--- src/rtl/wpslm_pkg.sv ---
`timescale 1ns / 1ps

package wpslm_pkg;

    localparam int P2P_MAX_W = 16;

    localparam logic [1:0] CFG_WINDOW_MS    = 2'd0;
    localparam logic [1:0] CFG_WINDOW_COUNT = 2'd1;
    localparam int         CFG_IDX_W        = 2;
    localparam int         CFG_DATA_W       = 16;

    localparam logic [15:0] RESET_WINDOW_MS    = 16'd50;
    localparam logic [7:0]  RESET_WINDOW_COUNT = 8'd5;

    // 20*log10(2) in Q16.
    localparam logic [18:0] DB_PER_OCTAVE_Q16 = 19'd394566;
    // 16.152 dB in 1/256 dB.
    localparam logic [15:0] LEVEL_OFFSET = 16'd4135;
    localparam logic signed [15:0] LEVEL_FLOOR = 16'sh8000;
    localparam logic signed [15:0] LEVEL_TOP   = 16'sh7FFF;

    localparam int Q_DEPTH = 4;
    localparam int Q_PTR_W = 2;

    typedef struct packed {
        logic                 last;
        logic [P2P_MAX_W-1:0] p2p;
    } t_win;

    // Fractional part of log2(1 + idx/2^bits) in Q16, found by repeated
    // squaring in Q30. Only ever called with constant arguments.
    function automatic logic [15:0] log_frac(input int unsigned idx, input int unsigned bits);
        logic [63:0] x;
        logic [15:0] frac;
        x    = 64'((64'(1) << bits) + 64'(idx)) << (30 - bits);
        frac = '0;
        for (int r = 0; r < 16; r++) begin
            x    = (x * x) >> 30;
            frac = {frac[14:0], 1'b0};
            if (x >= (64'd2 << 30)) begin
                frac[0] = 1'b1;
                x       = x >> 1;
            end
        end
        return frac;
    endfunction

endpackage

--- src/rtl/wpslm_front.sv ---
`timescale 1ns / 1ps

module wpslm_front
    import wpslm_pkg::*;
#(
    parameter int ADC_RANGE_BITS = 10
) (
    input  logic                  i_clk,
    input  logic                  i_rst_n,
    input  logic                  i_valid,
    output logic                  o_stall,
    input  logic                  i_req_type,
    input  logic [15:0]           i_sample_value,
    input  logic                  i_cfg_we,
    input  logic [CFG_IDX_W-1:0]  i_cfg_index,
    input  logic [CFG_DATA_W-1:0] i_cfg_data,
    input  logic                  i_q_full,
    output logic                  o_push,
    output t_win                  o_entry
);

    localparam logic [16:0] ADC_LIMIT = 17'(17'd1 << ADC_RANGE_BITS);

    logic [15:0]               r_window_ms;
    logic [7:0]                r_window_count;
    logic [15:0]               r_tick, n_tick;
    logic [7:0]                r_win_idx, n_win_idx;
    logic [ADC_RANGE_BITS-1:0] r_max, n_max;
    logic [ADC_RANGE_BITS:0]   r_min, n_min;

    logic                      w_accept;
    logic                      w_sample_ok;
    logic [ADC_RANGE_BITS-1:0] w_sample;
    logic [15:0]               w_tick_inc;
    logic [15:0]               w_lim_ms;
    logic [7:0]                w_idx_inc;
    logic [7:0]                w_lim_cnt;
    logic                      w_close;
    logic                      w_last;
    logic [ADC_RANGE_BITS-1:0] w_p2p;

    assign o_stall  = i_q_full;
    assign w_accept = i_valid && !i_q_full;

    always_comb begin
        w_sample_ok = {1'b0, i_sample_value} < ADC_LIMIT;
        w_sample    = i_sample_value[ADC_RANGE_BITS-1:0];
        w_tick_inc  = r_tick + 16'd1;
        w_lim_ms    = (r_window_ms == '0) ? 16'd1 : r_window_ms;
        w_idx_inc   = r_win_idx + 8'd1;
        w_lim_cnt   = (r_window_count == '0) ? 8'd1 : r_window_count;
        w_close     = w_tick_inc >= w_lim_ms;
        w_last      = w_idx_inc >= w_lim_cnt;
        // An empty window leaves min above max; that reads as zero amplitude.
        if (r_min > {1'b0, r_max}) begin
            w_p2p = '0;
        end else begin
            w_p2p = r_max - r_min[ADC_RANGE_BITS-1:0];
        end

        n_tick    = r_tick;
        n_win_idx = r_win_idx;
        n_max     = r_max;
        n_min     = r_min;
        o_push    = 1'b0;
        if (w_accept) begin
            if (!i_req_type) begin
                if (w_sample_ok) begin
                    if (w_sample > r_max) begin
                        n_max = w_sample;
                    end
                    if (w_sample != '0 && {1'b0, w_sample} < r_min) begin
                        n_min = {1'b0, w_sample};
                    end
                end
            end else if (w_close) begin
                o_push    = 1'b1;
                n_tick    = '0;
                n_max     = '0;
                n_min     = ADC_LIMIT[ADC_RANGE_BITS:0];
                n_win_idx = w_last ? 8'd0 : w_idx_inc;
            end else begin
                n_tick = w_tick_inc;
            end
        end

        o_entry.last = w_last;
        o_entry.p2p  = P2P_MAX_W'(w_p2p);
    end

    always_ff @(posedge i_clk) begin
        if (!i_rst_n) begin
            r_window_ms    <= RESET_WINDOW_MS;
            r_window_count <= RESET_WINDOW_COUNT;
            r_tick         <= '0;
            r_win_idx      <= '0;
            r_max          <= '0;
            r_min          <= ADC_LIMIT[ADC_RANGE_BITS:0];
        end else begin
            if (i_cfg_we) begin
                if (i_cfg_index == CFG_WINDOW_MS) begin
                    r_window_ms <= i_cfg_data[15:0];
                end else if (i_cfg_index == CFG_WINDOW_COUNT) begin
                    r_window_count <= i_cfg_data[7:0];
                end
            end
            r_tick    <= n_tick;
            r_win_idx <= n_win_idx;
            r_max     <= n_max;
            r_min     <= n_min;
        end
    end

endmodule

--- src/rtl/wpslm_queue.sv ---
`timescale 1ns / 1ps

module wpslm_queue
    import wpslm_pkg::*;
(
    input  logic i_clk,
    input  logic i_rst_n,
    input  logic i_push,
    input  t_win i_data,
    output logic o_full,
    input  logic i_pop,
    output logic o_valid,
    output t_win o_data
);

    t_win               r_mem [Q_DEPTH];
    logic [Q_PTR_W-1:0] r_wr_ptr;
    logic [Q_PTR_W-1:0] r_rd_ptr;
    logic [Q_PTR_W:0]   r_count;
    logic               w_pop;

    assign o_full  = r_count == (Q_PTR_W + 1)'(Q_DEPTH);
    assign o_valid = r_count != '0;
    assign o_data  = r_mem[r_rd_ptr];
    assign w_pop   = i_pop && o_valid;

    always_ff @(posedge i_clk) begin
        if (i_push) begin
            r_mem[r_wr_ptr] <= i_data;
        end
    end

    always_ff @(posedge i_clk) begin
        if (!i_rst_n) begin
            r_wr_ptr <= '0;
            r_rd_ptr <= '0;
            r_count  <= '0;
        end else begin
            if (i_push) begin
                r_wr_ptr <= r_wr_ptr + 1'b1;
            end
            if (w_pop) begin
                r_rd_ptr <= r_rd_ptr + 1'b1;
            end
            if (i_push && !w_pop) begin
                r_count <= r_count + 1'b1;
            end else if (w_pop && !i_push) begin
                r_count <= r_count - 1'b1;
            end
        end
    end

endmodule

--- src/rtl/wpslm_back.sv ---
`timescale 1ns / 1ps

module wpslm_back
    import wpslm_pkg::*;
#(
    parameter int ADC_RANGE_BITS = 10,
    parameter int LOG_TABLE_BITS = 6
) (
    input  logic               i_clk,
    input  logic               i_rst_n,
    input  logic               i_q_valid,
    input  t_win               i_q_data,
    output logic               o_pop,
    output logic               o_out_valid,
    input  logic               i_out_stall,
    output logic signed [15:0] o_level_db,
    output logic               o_silent_window
);

    localparam int TAB_SIZE = 1 << LOG_TABLE_BITS;
    localparam int EW       = $clog2(ADC_RANGE_BITS);
    localparam int L2W      = EW + 16;
    localparam int PW       = L2W + 19;
    localparam int SHW      = ADC_RANGE_BITS + LOG_TABLE_BITS;

    logic [15:0] w_tab [TAB_SIZE];

    for (genvar g = 0; g < TAB_SIZE; g++) begin : g_tab
        assign w_tab[g] = log_frac(g, LOG_TABLE_BITS);
    end

    logic                      w_adv;
    logic [ADC_RANGE_BITS-1:0] w_p2p;
    logic [EW-1:0]             w_e;
    logic [SHW-1:0]            w_sh;
    logic [LOG_TABLE_BITS-1:0] w_idx;
    logic [PW-1:0]             w_rnd;
    logic [23:0]               w_lvw;
    logic signed [15:0]        w_lv;
    logic                      w_lower;

    logic               r_v1, r_v2, r_v3;
    logic               r_last1, r_last2, r_last3;
    logic               r_sil1, r_sil2, r_sil3;
    logic [L2W-1:0]     r_l2;
    logic [PW-1:0]      r_prod;
    logic signed [15:0] r_lv3;
    logic signed [15:0] r_lowest;
    logic               r_lowest_sil;
    logic               r_out_valid;
    logic signed [15:0] r_out_level;
    logic               r_out_sil;

    // The whole pipeline holds while a finished result waits downstream.
    assign w_adv = !r_out_valid || !i_out_stall;
    assign o_pop = i_q_valid && w_adv;

    always_comb begin
        w_p2p = i_q_data.p2p[ADC_RANGE_BITS-1:0];
        w_e   = '0;
        for (int i = 0; i < ADC_RANGE_BITS; i++) begin
            if (w_p2p[i]) begin
                w_e = EW'(i);
            end
        end
        // The bits just below the leading one, zero-filled from below.
        w_sh  = {w_p2p, {LOG_TABLE_BITS{1'b0}}} >> w_e;
        w_idx = w_sh[LOG_TABLE_BITS-1:0];

        w_rnd = r_prod + (PW'(1) << 23);
        w_lvw = 24'(w_rnd >> 24) + 24'(LEVEL_OFFSET);
        if (r_sil2) begin
            w_lv = LEVEL_FLOOR;
        end else if (w_lvw > 24'(LEVEL_TOP)) begin
            w_lv = LEVEL_TOP;
        end else begin
            w_lv = w_lvw[15:0];
        end

        w_lower = r_lv3 < r_lowest;
    end

    always_ff @(posedge i_clk) begin
        if (w_adv) begin
            r_last1 <= i_q_data.last;
            r_sil1  <= w_p2p == '0;
            r_l2    <= {w_e, w_tab[w_idx]};
            r_last2 <= r_last1;
            r_sil2  <= r_sil1;
            r_prod  <= PW'(r_l2) * PW'(DB_PER_OCTAVE_Q16);
            r_last3 <= r_last2;
            r_sil3  <= r_sil2;
            r_lv3   <= w_lv;
            if (r_v3 && r_last3) begin
                r_out_level <= w_lower ? r_lv3 : r_lowest;
                r_out_sil   <= w_lower ? r_sil3 : r_lowest_sil;
            end
        end
    end

    always_ff @(posedge i_clk) begin
        if (!i_rst_n) begin
            r_v1         <= 1'b0;
            r_v2         <= 1'b0;
            r_v3         <= 1'b0;
            r_out_valid  <= 1'b0;
            r_lowest     <= LEVEL_TOP;
            r_lowest_sil <= 1'b0;
        end else if (w_adv) begin
            r_v1        <= o_pop;
            r_v2        <= r_v1;
            r_v3        <= r_v2;
            r_out_valid <= r_v3 && r_last3;
            if (r_v3) begin
                if (r_last3) begin
                    r_lowest     <= LEVEL_TOP;
                    r_lowest_sil <= 1'b0;
                end else if (w_lower) begin
                    r_lowest     <= r_lv3;
                    r_lowest_sil <= r_sil3;
                end
            end
        end
    end

    assign o_out_valid     = r_out_valid;
    assign o_level_db      = r_out_level;
    assign o_silent_window = r_out_sil;

endmodule

--- src/rtl/windowed_peak_sound_level_meter.sv ---
`timescale 1ns / 1ps
// Channel   Ports                                          Direction
// input     i_in_valid, o_in_stall, i_req_type,            in
//           i_sample_value
// output    o_out_valid, i_out_stall, o_level_db,          out
//           o_silent_window
// config    i_cfg_we, i_cfg_index, i_cfg_data              in, write only
//
// One request is taken per cycle while the queue is not full. A tick that
// closes a window enters a four-entry queue; the log pipeline behind it
// (leading-one and table, multiply, round and clamp, lowest-level update)
// turns it into the result. Reset is synchronous and active low and needs
// no clearing pass. The input stalls only when the queue is full; the back
// end holds while the output register is stalled.

module windowed_peak_sound_level_meter
    import wpslm_pkg::*;
#(
    parameter int ADC_RANGE_BITS = 10,
    parameter int LOG_TABLE_BITS = 6
) (
    input  logic                  i_clk,
    input  logic                  i_rst_n,
    input  logic                  i_in_valid,
    output logic                  o_in_stall,
    input  logic                  i_req_type,
    input  logic [15:0]           i_sample_value,
    output logic                  o_out_valid,
    input  logic                  i_out_stall,
    output logic signed [15:0]    o_level_db,
    output logic                  o_silent_window,
    input  logic                  i_cfg_we,
    input  logic [CFG_IDX_W-1:0]  i_cfg_index,
    input  logic [CFG_DATA_W-1:0] i_cfg_data
);

    logic q_full;
    logic q_push;
    t_win q_in;
    logic q_pop;
    logic q_valid;
    t_win q_out;

    wpslm_front #(
        .ADC_RANGE_BITS(ADC_RANGE_BITS)
    ) u_front (
        .i_clk         (i_clk),
        .i_rst_n       (i_rst_n),
        .i_valid       (i_in_valid),
        .o_stall       (o_in_stall),
        .i_req_type    (i_req_type),
        .i_sample_value(i_sample_value),
        .i_cfg_we      (i_cfg_we),
        .i_cfg_index   (i_cfg_index),
        .i_cfg_data    (i_cfg_data),
        .i_q_full      (q_full),
        .o_push        (q_push),
        .o_entry       (q_in)
    );

    wpslm_queue u_queue (
        .i_clk  (i_clk),
        .i_rst_n(i_rst_n),
        .i_push (q_push),
        .i_data (q_in),
        .o_full (q_full),
        .i_pop  (q_pop),
        .o_valid(q_valid),
        .o_data (q_out)
    );

    wpslm_back #(
        .ADC_RANGE_BITS(ADC_RANGE_BITS),
        .LOG_TABLE_BITS(LOG_TABLE_BITS)
    ) u_back (
        .i_clk          (i_clk),
        .i_rst_n        (i_rst_n),
        .i_q_valid      (q_valid),
        .i_q_data       (q_out),
        .o_pop          (q_pop),
        .o_out_valid    (o_out_valid),
        .i_out_stall    (i_out_stall),
        .o_level_db     (o_level_db),
        .o_silent_window(o_silent_window)
    );

endmodule

--- config.mk ---
export PLATFORM = sky130hd
export DESIGN_NAME = windowed_peak_sound_level_meter
export DESIGN_NICKNAME = d
export VERILOG_FILES = /design/src/rtl/wpslm_pkg.sv /design/src/rtl/wpslm_front.sv /design/src/rtl/wpslm_queue.sv /design/src/rtl/wpslm_back.sv /design/src/rtl/windowed_peak_sound_level_meter.sv
export SDC_FILE = /design/constraint.sdc
export NUM_CORES = 1
export LEC_CHECK = 0
export ABC_AREA = 0
export ABC_CLOCK_PERIOD_IN_PS = 6020
export BUFFER_PORTS_ARGS = -buffer_cell sky130_fd_sc_hd__buf_2
export CORE_AREA = 2 2 201 203
export DETAILED_ROUTE_END_ITERATION = 8
export DIE_AREA = 0 0 203 205
export GPL_ROUTABILITY_DRIVEN = 0
export HOLD_SLACK_MARGIN = 0.05
export REMOVE_ABC_BUFFERS = 1
export SETUP_SLACK_MARGIN = 0.02
export SLEW_MARGIN = 20
export SYNTH_ARGS = -nofsm -noshare
export SYNTH_HDL_FRONTEND = slang
export SYNTH_SLANG_ARGS = --single-unit
--- constraint.sdc ---
create_clock -name i_clk -period 6.02 [get_ports i_clk]
set_input_delay 1.204 -clock i_clk [delete_from_list [all_inputs] [get_ports i_clk]]
set_output_delay 1.204 -clock i_clk [all_outputs]
set_load 0.02 [all_outputs]
==> run_results.csv <==
group,metric,value,unit
status,status,"finished clean",
critical_path,arrival,6.08,ns
synthesis,yosysTopAreaCellShare,20.3,%
final_layout,n_fill_cell,3676,
pwr,peakVddDrop,0.441,mV
timing,layout_setup_ws,0.208,ns
synthesis,synth_area_leaders,"edfxtp_1, ha_1, dfxtp_1",
synthesis,synth.avg_cell_area,9.55,um^2
die,dieArea,0.0416,mm^2
critical_path,path_class,"flip-flop to flip-flop",
synthesis,synth_area,0.0176,mm^2
cts,clkTransAtPathRegs,0.06,ns
placement,io_buffer_count,58,
synthesis,synth_edf_count,119,
drt,wirelength,38200,um
drt,drtIter0Drc,1098,
drt,firstDrtPassIters,5,
global_route,gr-usage-all-layers,18.4,%
drt,ant_nets,0,
synthesis,async_flop_share,0,%
die,die_h,205,um
final_layout,final_cells,2455,
placement,dpl.cell_count,2400,
placement,place_area,0.0186,mm^2
pwr,finalPower,0.00813,W
placement,hpwl,29000,um
final_layout,synthToLayoutAreaGrowth,11.7,%
drt,wl_per_cell,15.6,um
min_path,hold_depth,0,
min_path,holdPathEnd,"u_back.r_last2$_DFFE_PN_",
synthesis,synth-warning-count,0,
timing,drv_slew,0,
timing,hold_violations,0,
synthesis,syn_inst,1844,
cts,clockRootBuffer,"clkbuf_16",
final_layout,diodes,0,
critical_path,startpoint,"u_back.r_l2[3]$_DFFE_PN_",
drt,route.detailed.drc,0,
global_route,grt_max_degree,67,
timing,slew_headroom,29.3,%
synthesis,synth.largest_area_cell,"edfxtp_1",
drt,via_count,13400,
final_layout,fin_area,0.0197,mm^2
drt,viasPerCell,5.46,
timing,fin_crit_sh,96.5,%
timing,setup_viol_count_final,0,
cts,htree_levels,1,
die,die_x,203,um
critical_path,path_max_fanout,3,
die,start_util,44.7,%
min_path,hold_path.class,"flip-flop to flip-flop",
die,rows,73,
placement,preCtsSetupSlack,-0.389,ns
cts,cts_tree,"built",
timing,clock.fmax,172,MHz
critical_path,worstReg2RegEnd,"u_back.r_prod[38]$_DFFE_PN_",
die,coreArea,0.0394,mm^2
pwr,power-per-cell-area,413,mW/mm^2
global_route,grt_overflow,0,
cts,numClockSinks,218,
timing,finalCriticalPeriod,5.81,ns
synthesis,yosysSeqAreaShare,31.5,%
min_path,worstHoldStart,"u_back.r_last1$_DFFE_PN_",
final_layout,nets,2288,
critical_path,worstPathRequired,6.29,ns
cts,clock_path_buffers,3,
cts,numCtsBuffers,24,
timing,worst_slew_pin_slew,1.06,ns
synthesis,yosys_register_bits,218,
cts,clk_latency,0.52,ns
global_route,grt_pass1_vias,13100,
final_layout,layout-drive-gt1-share,12.2,%
synthesis,synth_cell_types,82,
global_route,grt_first_pass_wirelength,63600,um
timing,fin_tns_setup,0,ns
critical_path,start_kind,"flip-flop",
timing,fin_skew,0.0199,ns
critical_path,ff2ff_setup_slack,0.21,ns
pwr,total_leakage_power,8.93,nW
flow_run,maxCapViolCount,0,
critical_path,reg2reg_from,"u_back.r_l2[3]$_DFFE_PN_",
global_route,antenna_found_initial,0,
die,io_pins,59,
critical_path,endpoint_kind,"flip-flop",
synthesis,synth_ff_type,"edfxtp_1",
critical_path,reg2reg_depth,23,
## layout by cell type, fill, tap and decap left out, types with 10 or more instances in the layout
cell / instances
a21o_1: 35
nor3_1: 20
xnor2_1: 35
o21ai_0: 68
ha_1: 258
a21oi_1: 113
nor2_1: 116
edfxtp_1: 119
o21ai_1: 11
o211ai_1: 18
xor2_1: 38
a31oi_1: 12
nor2b_1: 20
inv_1: 253
buf_2: 58
mux4_2: 11
buf_4: 53
and3_1: 17
or4b_2: 12
dfxtp_1: 99
clkbuf_16: 26
a211oi_1: 12
a32o_1: 10
o22a_1: 17
nand2b_1: 20
mux2i_1: 34
fa_1: 68
nand4_1: 21
nand2_1: 134
a31o_2: 12
nand3_1: 42
## cells by family after synthesis
logic type,after synthesis,synth area share [%]
xor+xnor,73,3.63
fa+ha+maj,336,26.8
flops,218,31.5
buf+inv,325,7.20
simple gates,450,12.5
compound gates,392,14.7
mux,50,3.65
## area by class of cell
class,count,area (um^2),area share (%)
multi-input combinational,1301,11000,56.1
sequential,218,5560,28.2
inverter,256,962,4.89
tap,525,657,3.34
clock buffer,29,672,3.41
clock inverter,15,113,0.572
timing repair buffer,111,688,3.50
## sequential cells by signal, summed over array words and instances, names as in the netlist, 3 cells and up, named ones only
register / flops
u_front.r_window_ms: 16
u_front.r_window_count: 8
u_back.r_lowest: 16
u_front.r_min: 11
u_back.r_prod: 16
u_queue.r_count: 3
u_back.r_l2: 20
u_queue.r_mem: 44
u_front.r_max: 10
u_back.o_level_db: 16
u_back.r_lv3: 16
u_front.r_win_idx: 8
u_front.r_tick: 16
## critical path, cell delays in order, from the launching register on
cell,delay (ns)
edfxtp_1,0.39
buf_4,0.16
ha_4,0.22
ha_4,0.27
inv_1,0.05
fa_1,0.50
inv_1,0.05
fa_1,0.46
fa_1,0.54
inv_1,0.05
fa_1,0.52
inv_1,0.04
ha_1,0.23
a211oi_4,0.20
nand3_2,0.10
a221o_1,0.31
a21oi_4,0.20
o31ai_4,0.11
and4_4,0.20
o311a_4,0.39
o21ai_4,0.14
a21boi_2,0.09
o41ai_2,0.23
xnor2_1,0.11
## metal layers
metal / GRT usage (%) / wire length (um) / up-vias
met5: 0 / 0 / -
met2: 32.2 / 18600 / 319
met1: 24.5 / 17400 / 6420
li1: - / - / 6623
met3: 2.12 / 1480 / 49
met4: 3.88 / 655 / 0
## stage by stage
stage,hold WS (ns),utilization [%]
after CTS,0.435,49.4
after detailed placement,0.420,47.3
final,0.435,50.0
after global routing,0.439,50.0
after global placement,0.413,47.3
after floorplan,0.400,-
## timing repair
| action | CTS | global route |
|---|---|---|
| gates resized for setup | 10 | 16 |
| endpoints found under the setup margin | 4 | 4 |
| buffers inserted | 2 | 9 |
| hold buffers | 0 | 0 |
| pin swaps | 5 | 12 |
## cell usage after synthesis, types with 21 or more instances
| cell type | count |
|---|---|
| fa_1 | 68 |
| a21o_1 | 35 |
| xnor2_1 | 35 |
| nand3_1 | 43 |
| ha_1 | 268 |
| edfxtp_1 | 119 |
| mux2i_1 | 35 |
| nand2_1 | 135 |
| clkbuf_1 | 45 |
| nand4_1 | 21 |
| a21oi_1 | 114 |
| xor2_1 | 38 |
| dfxtp_1 | 99 |
| inv_1 | 253 |
| nor2_1 | 118 |
| o21ai_0 | 69 |
## report_power, final
group,internal [W],leakage [nW],switching (W)
Clock,0.000842,0.386,0.000599
Sequential,0.00189,2.07,0.000154
Combinational,0.00212,6.47,0.00252
Total,0.00485,8.93,0.00327
## worst max-delay path by stage
| stage | slack, ns | end | cells after the start |
|---|---|---|---|
| detailed placement | -0.39 | u_back.r_prod[38]$_DFFE_PN_ | 20 |
| global route | -0.02 | u_back.r_prod[38]$_DFFE_PN_ | 23 |
| CTS | 0.02 | u_back.r_prod[38]$_DFFE_PN_ | 22 |
| finish | 0.21 | u_back.r_prod[38]$_DFFE_PN_ | 23 |
| global placement | -0.21 | u_back.r_prod[38]$_DFFE_PN_ | 20 |
| floorplan | 0.15 | u_back.r_prod[38]$_DFFE_PN_ | 20 |
(Power assumes the default switching activity.)
